## src/sv/bsws_pkg.sv

```systemverilog
// Shared types, constants and helpers for the bounded stack with search.
`timescale 1ns / 1ps

package bsws_pkg;

    localparam int DEPTH       = 16;
    localparam int MAX_RESULTS = 16;
    localparam int DATA_W      = 32;
    localparam int POS_W       = 5;
    localparam int CAP_W       = 5;
    localparam int KIND_W      = 2;
    localparam int STATUS_W    = 3;
    localparam int ADDR_W      = (DEPTH > 1) ? $clog2(DEPTH) : 1;
    localparam int CNT_W       = $clog2(DEPTH + 1);
    localparam int NRES_W      = $clog2(MAX_RESULTS + 1);
    localparam int OUT_TDATA_W = ((DATA_W + POS_W + 7) / 8) * 8;

    localparam logic [CAP_W-1:0] CAP_RESET = CAP_W'(16);

    typedef enum logic [KIND_W-1:0] {
        KIND_PUSH   = 2'd0,
        KIND_POP    = 2'd1,
        KIND_SEARCH = 2'd2
    } kind_t;

    typedef enum logic [STATUS_W-1:0] {
        STAT_PUSHED    = 3'd0,
        STAT_POPPED    = 3'd1,
        STAT_OVERFLOW  = 3'd2,
        STAT_UNDERFLOW = 3'd3,
        STAT_FOUND     = 3'd4,
        STAT_NOTFOUND  = 3'd5,
        STAT_EMPTY     = 3'd6
    } status_t;

    typedef enum logic [1:0] {
        ST_IDLE,
        ST_POP_WAIT,
        ST_SCAN,
        ST_FINISH
    } state_t;

    typedef struct packed {
        status_t             status;
        logic [DATA_W-1:0]   data;
        logic [POS_W-1:0]    position;
        logic                last;
    } res_t;

    // Position field keeps the low bits of a 1-based entry number.
    function automatic logic [POS_W-1:0] to_pos(input logic [CNT_W-1:0] v);
        logic [31:0] w;
        w = 32'(v);
        return w[POS_W-1:0];
    endfunction

endpackage

```

## src/sv/bounded_stack_with_search.sv

```systemverilog
// Top level of the bounded stack with search: ports, capacity register, packing.
`timescale 1ns / 1ps

//  channel   direction  payload
//  s_*       in         tuser = kind, tdata = value
//  m_*       out        tuser = status, tdata = data/position, tlast = last
//  cfg_*     in         cfg_data = capacity
//
//  Push: result in the cycle after the beat. Pop: the RAM read data is registered, then loaded as the result.
//  Search: one RAM read per stored entry; the last result follows the end of the scan.
//  Results of a search leave at most one per cycle unless m_tready holds them back.
//  aresetn empties the stack and sets capacity to 16; stored words are not cleared.
//  A stalled output holds the scan; the next beat is taken only once the block is idle.

module bounded_stack_with_search (
    input  logic                                aclk,
    input  logic                                aresetn,
    input  logic                                cfg_valid,
    output logic                                cfg_ready,
    input  logic [bsws_pkg::CAP_W-1:0]          cfg_data,    // capacity
    input  logic                                s_tvalid,
    output logic                                s_tready,
    input  logic [bsws_pkg::DATA_W-1:0]         s_tdata,     // [31:0] value
    input  logic [bsws_pkg::KIND_W-1:0]         s_tuser,     // [1:0] kind
    output logic                                m_tvalid,
    input  logic                                m_tready,
    output logic [bsws_pkg::OUT_TDATA_W-1:0]    m_tdata,     // [31:0] data, [36:32] position
    output logic [bsws_pkg::STATUS_W-1:0]       m_tuser,     // [2:0] status
    output logic                                m_tlast
);

    logic [bsws_pkg::CAP_W-1:0] cap_reg;
    bsws_pkg::res_t             res;

    always_ff @(posedge aclk) begin
        if (!aresetn) begin
            cap_reg <= bsws_pkg::CAP_RESET;
        end else if (cfg_valid) begin
            cap_reg <= cfg_data;
        end
    end

    assign cfg_ready = 1'b1;

    bsws_core u_core (
        .aclk    (aclk),
        .aresetn (aresetn),
        .cap     (cap_reg),
        .s_valid (s_tvalid),
        .s_ready (s_tready),
        .s_kind  (bsws_pkg::kind_t'(s_tuser)),
        .s_value (s_tdata),
        .m_valid (m_tvalid),
        .m_ready (m_tready),
        .m_res   (res)
    );

    assign m_tdata = bsws_pkg::OUT_TDATA_W'({res.position, res.data});
    assign m_tuser = res.status;
    assign m_tlast = res.last;

endmodule

```

## src/sv/bsws_ram.sv

```systemverilog
// Generic single-port-write, single-port-read RAM with registered read data.
`timescale 1ns / 1ps

module bsws_ram #(
    parameter int WIDTH = 32,
    parameter int DEPTH = 16,
    localparam int AW   = (DEPTH > 1) ? $clog2(DEPTH) : 1
) (
    input  logic             aclk,
    input  logic             we,
    input  logic [AW-1:0]    waddr,
    input  logic [WIDTH-1:0] wdata,
    input  logic             re,
    input  logic [AW-1:0]    raddr,
    output logic [WIDTH-1:0] rdata
);

    logic [WIDTH-1:0] mem [DEPTH];
    logic [WIDTH-1:0] rdata_reg;

    always_ff @(posedge aclk) begin
        if (we) begin
            mem[waddr] <= wdata;
        end
        // hold read data when no read is issued
        if (re) begin
            rdata_reg <= mem[raddr];
        end
    end

    assign rdata = rdata_reg;

endmodule

```

## src/sv/bsws_core.sv

```systemverilog
// Stack controller: entry count, push/pop access, search scan and result register.
`timescale 1ns / 1ps

module bsws_core (
    input  logic                          aclk,
    input  logic                          aresetn,
    input  logic [bsws_pkg::CAP_W-1:0]    cap,
    input  logic                          s_valid,
    output logic                          s_ready,
    input  bsws_pkg::kind_t               s_kind,
    input  logic [bsws_pkg::DATA_W-1:0]   s_value,
    output logic                          m_valid,
    input  logic                          m_ready,
    output bsws_pkg::res_t                m_res
);

    bsws_pkg::state_t state_reg, state_next;
    logic [bsws_pkg::CNT_W-1:0]  count_reg, count_next;
    logic [bsws_pkg::DATA_W-1:0] key_reg, key_next;
    logic [bsws_pkg::CNT_W-1:0]  idx_reg, idx_next;
    logic                        cmp_vld_reg, cmp_vld_next;
    logic [bsws_pkg::CNT_W-1:0]  cmp_pos_reg, cmp_pos_next;
    logic                        pend_vld_reg, pend_vld_next;
    logic [bsws_pkg::CNT_W-1:0]  pend_pos_reg, pend_pos_next;
    logic [bsws_pkg::NRES_W-1:0] nmatch_reg, nmatch_next;
    logic                        m_valid_reg, m_valid_next;
    bsws_pkg::res_t              res_reg, res_next;

    logic                         ram_we, ram_re;
    logic [bsws_pkg::ADDR_W-1:0]  ram_waddr, ram_raddr;
    logic [bsws_pkg::DATA_W-1:0]  ram_wdata, ram_rdata;

    logic                         slot_free, accept, full, match, stall;
    logic                         load;
    bsws_pkg::res_t               load_res;
    logic [31:0]                  cap_ext, lim;
    logic [bsws_pkg::CNT_W-1:0]   cnt_dec;

    bsws_ram #(
        .WIDTH (bsws_pkg::DATA_W),
        .DEPTH (bsws_pkg::DEPTH)
    ) u_ram (
        .aclk  (aclk),
        .we    (ram_we),
        .waddr (ram_waddr),
        .wdata (ram_wdata),
        .re    (ram_re),
        .raddr (ram_raddr),
        .rdata (ram_rdata)
    );

    assign cap_ext   = 32'(cap);
    assign lim       = (cap_ext > 32'(bsws_pkg::DEPTH)) ? 32'(bsws_pkg::DEPTH) : cap_ext;
    assign full      = 32'(count_reg) >= lim;
    assign cnt_dec   = count_reg - 1'b1;
    assign slot_free = !m_valid_reg || m_ready;
    assign s_ready   = (state_reg == bsws_pkg::ST_IDLE) && slot_free;
    assign accept    = s_valid && s_ready;
    assign match     = cmp_vld_reg && (ram_rdata == key_reg)
                       && (32'(nmatch_reg) < 32'(bsws_pkg::MAX_RESULTS));
    // a second match cannot retire until the pending one has a free slot
    assign stall     = match && pend_vld_reg && !slot_free;

    always_ff @(posedge aclk) begin
        if (!aresetn) begin
            state_reg    <= bsws_pkg::ST_IDLE;
            count_reg    <= '0;
            cmp_vld_reg  <= 1'b0;
            pend_vld_reg <= 1'b0;
            m_valid_reg  <= 1'b0;
        end else begin
            state_reg    <= state_next;
            count_reg    <= count_next;
            cmp_vld_reg  <= cmp_vld_next;
            pend_vld_reg <= pend_vld_next;
            m_valid_reg  <= m_valid_next;
        end
        key_reg      <= key_next;
        idx_reg      <= idx_next;
        cmp_pos_reg  <= cmp_pos_next;
        pend_pos_reg <= pend_pos_next;
        nmatch_reg   <= nmatch_next;
        res_reg      <= res_next;
    end

    always_comb begin
        state_next    = state_reg;
        count_next    = count_reg;
        key_next      = key_reg;
        idx_next      = idx_reg;
        cmp_vld_next  = cmp_vld_reg;
        cmp_pos_next  = cmp_pos_reg;
        pend_vld_next = pend_vld_reg;
        pend_pos_next = pend_pos_reg;
        nmatch_next   = nmatch_reg;
        ram_we        = 1'b0;
        ram_waddr     = count_reg[bsws_pkg::ADDR_W-1:0];
        ram_wdata     = s_value;
        ram_re        = 1'b0;
        ram_raddr     = cnt_dec[bsws_pkg::ADDR_W-1:0];
        load          = 1'b0;
        load_res      = '{status: bsws_pkg::STAT_NOTFOUND, data: '0, position: '0,
                          last: 1'b1};

        case (state_reg)
            bsws_pkg::ST_IDLE: begin
                if (accept) begin
                    case (s_kind)
                        bsws_pkg::KIND_PUSH: begin
                            load = 1'b1;
                            if (full) begin
                                load_res.status = bsws_pkg::STAT_OVERFLOW;
                            end else begin
                                ram_we          = 1'b1;
                                count_next      = count_reg + 1'b1;
                                load_res.status = bsws_pkg::STAT_PUSHED;
                                load_res.data   = s_value;
                            end
                        end
                        bsws_pkg::KIND_POP: begin
                            if (count_reg == '0) begin
                                load            = 1'b1;
                                load_res.status = bsws_pkg::STAT_UNDERFLOW;
                            end else begin
                                ram_re     = 1'b1;
                                count_next = cnt_dec;
                                state_next = bsws_pkg::ST_POP_WAIT;
                            end
                        end
                        bsws_pkg::KIND_SEARCH: begin
                            if (count_reg == '0) begin
                                load            = 1'b1;
                                load_res.status = bsws_pkg::STAT_EMPTY;
                            end else begin
                                key_next      = s_value;
                                idx_next      = '0;
                                cmp_vld_next  = 1'b0;
                                pend_vld_next = 1'b0;
                                nmatch_next   = '0;
                                state_next    = bsws_pkg::ST_SCAN;
                            end
                        end
                        default: begin
                            // unused kind: drop the beat
                        end
                    endcase
                end
            end
            bsws_pkg::ST_POP_WAIT: begin
                if (slot_free) begin
                    load            = 1'b1;
                    load_res.status = bsws_pkg::STAT_POPPED;
                    load_res.data   = ram_rdata;
                    state_next      = bsws_pkg::ST_IDLE;
                end
            end
            bsws_pkg::ST_SCAN: begin
                if (!stall) begin
                    if (match) begin
                        // release the previous match; it is not the final one
                        if (pend_vld_reg) begin
                            load              = 1'b1;
                            load_res.status   = bsws_pkg::STAT_FOUND;
                            load_res.data     = key_reg;
                            load_res.position = bsws_pkg::to_pos(pend_pos_reg);
                            load_res.last     = 1'b0;
                        end
                        pend_vld_next = 1'b1;
                        pend_pos_next = cmp_pos_reg;
                        nmatch_next   = nmatch_reg + 1'b1;
                    end
                    if (idx_reg < count_reg) begin
                        ram_re       = 1'b1;
                        ram_raddr    = idx_reg[bsws_pkg::ADDR_W-1:0];
                        idx_next     = idx_reg + 1'b1;
                        cmp_vld_next = 1'b1;
                        cmp_pos_next = idx_reg + 1'b1;
                    end else begin
                        cmp_vld_next = 1'b0;
                        if (!cmp_vld_reg) begin
                            state_next = bsws_pkg::ST_FINISH;
                        end
                    end
                end
            end
            bsws_pkg::ST_FINISH: begin
                if (slot_free) begin
                    load = 1'b1;
                    if (pend_vld_reg) begin
                        load_res.status   = bsws_pkg::STAT_FOUND;
                        load_res.data     = key_reg;
                        load_res.position = bsws_pkg::to_pos(pend_pos_reg);
                    end
                    pend_vld_next = 1'b0;
                    state_next    = bsws_pkg::ST_IDLE;
                end
            end
            default: begin
                state_next = bsws_pkg::ST_IDLE;
            end
        endcase

        m_valid_next = m_valid_reg;
        res_next     = res_reg;
        if (load) begin
            m_valid_next = 1'b1;
            res_next     = load_res;
        end else if (m_ready) begin
            m_valid_next = 1'b0;
        end
    end

    assign m_valid = m_valid_reg;
    assign m_res   = res_reg;

    a_push_count: assert property (@(posedge aclk) disable iff (!aresetn)
        (accept && s_kind == bsws_pkg::KIND_PUSH && !full)
        |=> count_reg == $past(count_reg) + 1'b1)
        else $error("push did not advance the entry count");

    a_scan_count: assert property (@(posedge aclk) disable iff (!aresetn)
        (state_reg == bsws_pkg::ST_SCAN) |=> $stable(count_reg))
        else $error("entry count moved during a search");

    a_write_idle: assert property (@(posedge aclk) disable iff (!aresetn)
        ram_we |-> (state_reg == bsws_pkg::ST_IDLE))
        else $error("stack write outside idle");

    a_stall_hold: assert property (@(posedge aclk) disable iff (!aresetn)
        stall |=> ($stable(cmp_pos_reg) && $stable(idx_reg) && cmp_vld_reg))
        else $error("compare stage moved while stalled");

    a_no_overrun: assert property (@(posedge aclk) disable iff (!aresetn)
        (m_valid_reg && !m_ready) |=> (m_valid_reg && $stable(res_reg)))
        else $error("pending result overwritten");

endmodule
```

## config.mk

```make
export PLATFORM = sky130hd
export DESIGN_NAME = bounded_stack_with_search
export DESIGN_NICKNAME = d
export VERILOG_FILES = /design/src/sv/bsws_pkg.sv /design/src/sv/bounded_stack_with_search.sv /design/src/sv/bsws_ram.sv /design/src/sv/bsws_core.sv
export SDC_FILE = /design/constraint.sdc
export NUM_CORES = 1
export LEC_CHECK = 0
export ABC_AREA = 1
export BUFFER_PORTS_ARGS = -buffer_cell sky130_fd_sc_hd__clkbuf_2
export CORE_AREA = 2 2 221 223
export DETAILED_ROUTE_END_ITERATION = 10
export DIE_AREA = 0 0 223 225
export GPL_TIMING_DRIVEN = 0
export HOLD_SLACK_MARGIN = 0.02
export MAX_ROUTING_LAYER = met4
export PLACE_DENSITY_LB_ADDON = 0.2
export SYNTH_ARGS = -nofsm -noshare
export SYNTH_HDL_FRONTEND = slang
export SYNTH_HIERARCHICAL = 1
export SYNTH_SLANG_ARGS = --single-unit
```

## constraint.sdc

```tcl
create_clock -name aclk -period 10.8 [get_ports aclk]
set_clock_uncertainty 0.2 [all_clocks]
set_input_delay 0.54 -clock aclk [delete_from_list [all_inputs] [get_ports aclk]]
set_output_delay 0.54 -clock aclk [all_outputs]
set_load 0.05 [all_outputs]
```

==> flow_summary.json <==
{
  "cp-start-kind": "register",
  "antenna_found_initial": 3,
  "h-tree-depth": 3,
  "powerDensity_mw_per_mm2": 214,
  "leakage_nw": 14.2,
  "gp_congestion": 0.932,
  "crit_end": "u_core/u_ram/rdata[13]",
  "setup_tns_ns": 0,
  "yosysMostFrequentCell": "nand2_1",
  "clock_path_buffers": 3,
  "clk_pin_slew_worst_paths_ns": 0.06,
  "numCtsBuffers": 66,
  "min_period_ns": 4.79,
  "synth_top_flop_cell": "edfxtp_1",
  "ff2ff_path_depth": 18,
  "grt_max_degree": 33,
  "finalWorstSetupSlack_ns": 6.01,
  "ys.warnings.count": 6,
  "tightestPinTransition_ns": 1.04,
  "r2r_end": "u_core/u_ram/rdata[13]",
  "synth_top_cell_area_share": 0.655,
  "postSynthAreaPerCell_um2": 10.4,
  "die_height_um": 225,
  "cts_tree": "yes",
  "relSlewSlack": 0.298,
  "area_delta_synth_final_pct": 13.5,
  "syn_inst": 2819,
  "setup_viol": 0,
  "hold_buffers": 7,
  "drt_first_iter_violations": 2532,
  "status": "completed",
  "ff2ff_setup_slack_ns": 6.01,
  "clock-sinks": 652,
  "async_reset_ff_frac": 0,
  "ir_drop_v": 0.000183,
  "synth_seq_cells": 652,
  "ios": 91,
  "yosysSeqAreaShare": 0.665,
  "largest_reg_flops": 512,
  "start_util": 0.614,
  "critPathLaunch": "u_core/count_reg[2]",
  "cap_viol_max_count": 0,
  "worstHoldPathType": "in -> reg",
  "ys_types": 48,
  "drt_pass1_iterations": 6,
  "arrival_ns": 4.93,
  "syn_area_mm2": 0.0292,
  "synth-edff-count": 637,
  "yosys-top-cells-area": "edfxtp_1 (66%), nand2_1 (11%), nand3_1 (7.4%)",
  "crit_path_max_fanout": 10,
  "overflow": 0,
  "rsz0062_at_grt": "false",
  "drive_gt1_frac": 0.121,
  "wl_per_cell_um": 22.9,
  "dpl-instance-area_mm2": 0.0310,
  "via_per_inst": 5.76,
  "cts_setup_buffers": 0,
  "finalCritPeriodShare": 0.443,
  "drv_slew": 0,
  "rr_startpoint": "u_core/count_reg[2]",
  "track_usage": 0.350,
  "rows": 80,
  "final_net_count": 3063,
  "place_ws_ns": 6.19,
  "routed_wirelength_mm": 84.3,
  "die-area_mm2": 0.0502,
  "cts_resized": 0,
  "hpwl_mm": 57.9,
  "worstPathRequired_ns": 10.94,
  "ys_top_cells_by_count": "nand2_1 (874), edfxtp_1 (637), inv_1 (495)",
  "critPathKind": "reg -> reg",
  "ant_nets": 0,
  "end_kind": "register",
  "clkLatencyLatePin_ns": 0.61,
  "grt_pass1_vias": 20100,
  "fp.dieW_um": 223,
  "cts_root_buffer": "clkbuf_16",
  "grt_pass1_wl_mm": 123,
  "hold_violations": 0,
  "largest-register": "u_core/u_ram/mem",
  "power.total_mw": 7.08,
  "drc": 0,
  "max_freq_ghz": 0.209,
  "port_buffers": 85,
  "yosysTopAreaCell": "edfxtp_1",
  "finalInstanceArea_mm2": 0.0331,
  "routed-via-count": 21200,
  "core_mm2": 0.0475,
  "fin_hold_ws_ns": 0.0452
}
worst max-delay path: stages (launching register included):
cell and delay, ns:
dfxtp_1 0.60, inv_1 0.22, ha_1 0.36, nand2_1 0.07, inv_1 0.03, o21ai_0 0.13, nand3_1 0.12, inv_1 0.06
nand2_1 0.08, inv_1 0.08, nand4_2 0.25, inv_2 0.25, nand2_1 0.10, nand2_1 0.10, clkbuf_1 0.57, inv_1 0.42
buf_1 0.43, nand3_1 0.32, nand2_1 0.13
per-layer routing:
layer / up-vias / track usage / share of wire
li1: 9552 / - / -
met1: 10000 / 0.435 / 0.37
met2: 1357 / 0.572 / 0.49
met3: 246 / 0.0621 / 0.10
met4: 0 / 0.149 / 0.040
met5: - / - / 0
how the worst min path moves through the flow:
stage | cells after the start | slack [ns] | to | startpoint
detailed placement | 0 | 0.21 | u_core/pend_pos_reg[0] | u_core/cmp_pos_reg[0]
CTS | 5 | 0.02 | cap_reg[1] | cfg_data[1]
global route | 5 | 0.07 | cap_reg[1] | cfg_data[1]
finish | 5 | 0.05 | cap_reg[1] | cfg_data[1]
global placement | 0 | 0.20 | u_core/pend_pos_reg[0] | u_core/cmp_pos_reg[0]
floorplan | 0 | 0.20 | u_core/pend_pos_reg[0] | u_core/cmp_pos_reg[0]
layout make-up:
type	count	area [µm²]
flip-flops and latches	652	19400
fillers	3336	14400
multi-input cells	1544	7190
inverters	500	1880
clock buffers	83	1780
repair buffers	113	965
plain buffers	125	843
well taps	615	769
clock inverters	36	268
diodes	6	15.0
cells by family (layout without fill, tap and decap cells):
logic type,after synthesis,count (layout),synth area share
flip-flops,652,652,0.665
AND/OR/NAND/NOR,1435,1435,0.209
adder cells (fa/ha/maj),17,17,0.00728
buffers and inverters,625,857,0.0933
AO/OA/AOI/OAI,73,73,0.0199
other,2,10,0.000257
XOR/XNOR,15,15,0.00450
cell usage in the layout, fill, tap and decap left out, types with 7 or more instances in the layout:
cell type	instances
nand2_1	873
edfxtp_1	637
inv_1	495
nand3_1	433
clkbuf_2	85
clkbuf_16	67
nor2_1	64
buf_2	49
buf_6	34
clkbuf_1	27
o211ai_2	24
a21oi_1	20
nor2_4	17
ha_1	17
dfxtp_1	15
clkinv_2	15
nand4_1	15
buf_4	14
o21ai_0	14
buf_1	14
buf_16	10
clkinv_1	9
xnor2_1	9
buf_12	9
dlygate4sd3_1	7
per-stage QoR:
step,utilization,instances
floorplan,-,2821
global route,0.697,3670
detailed placement,0.652,3542
global placement,0.639,3521
finish,0.697,3674
CTS,0.697,3668
report_power, final:
| part | leakage (nW) | switching, mW | internal [mW] |
|---|---|---|---|
| sequential | 5.88 | 0.0449 | 2.95 |
| combinational | 7.30 | 1.45 | 0.468 |
| clock | 1.01 | 0.953 | 1.22 |
| total | 14.2 | 2.44 | 4.64 |
Note: power is estimated with default switching activity, not from simulation.
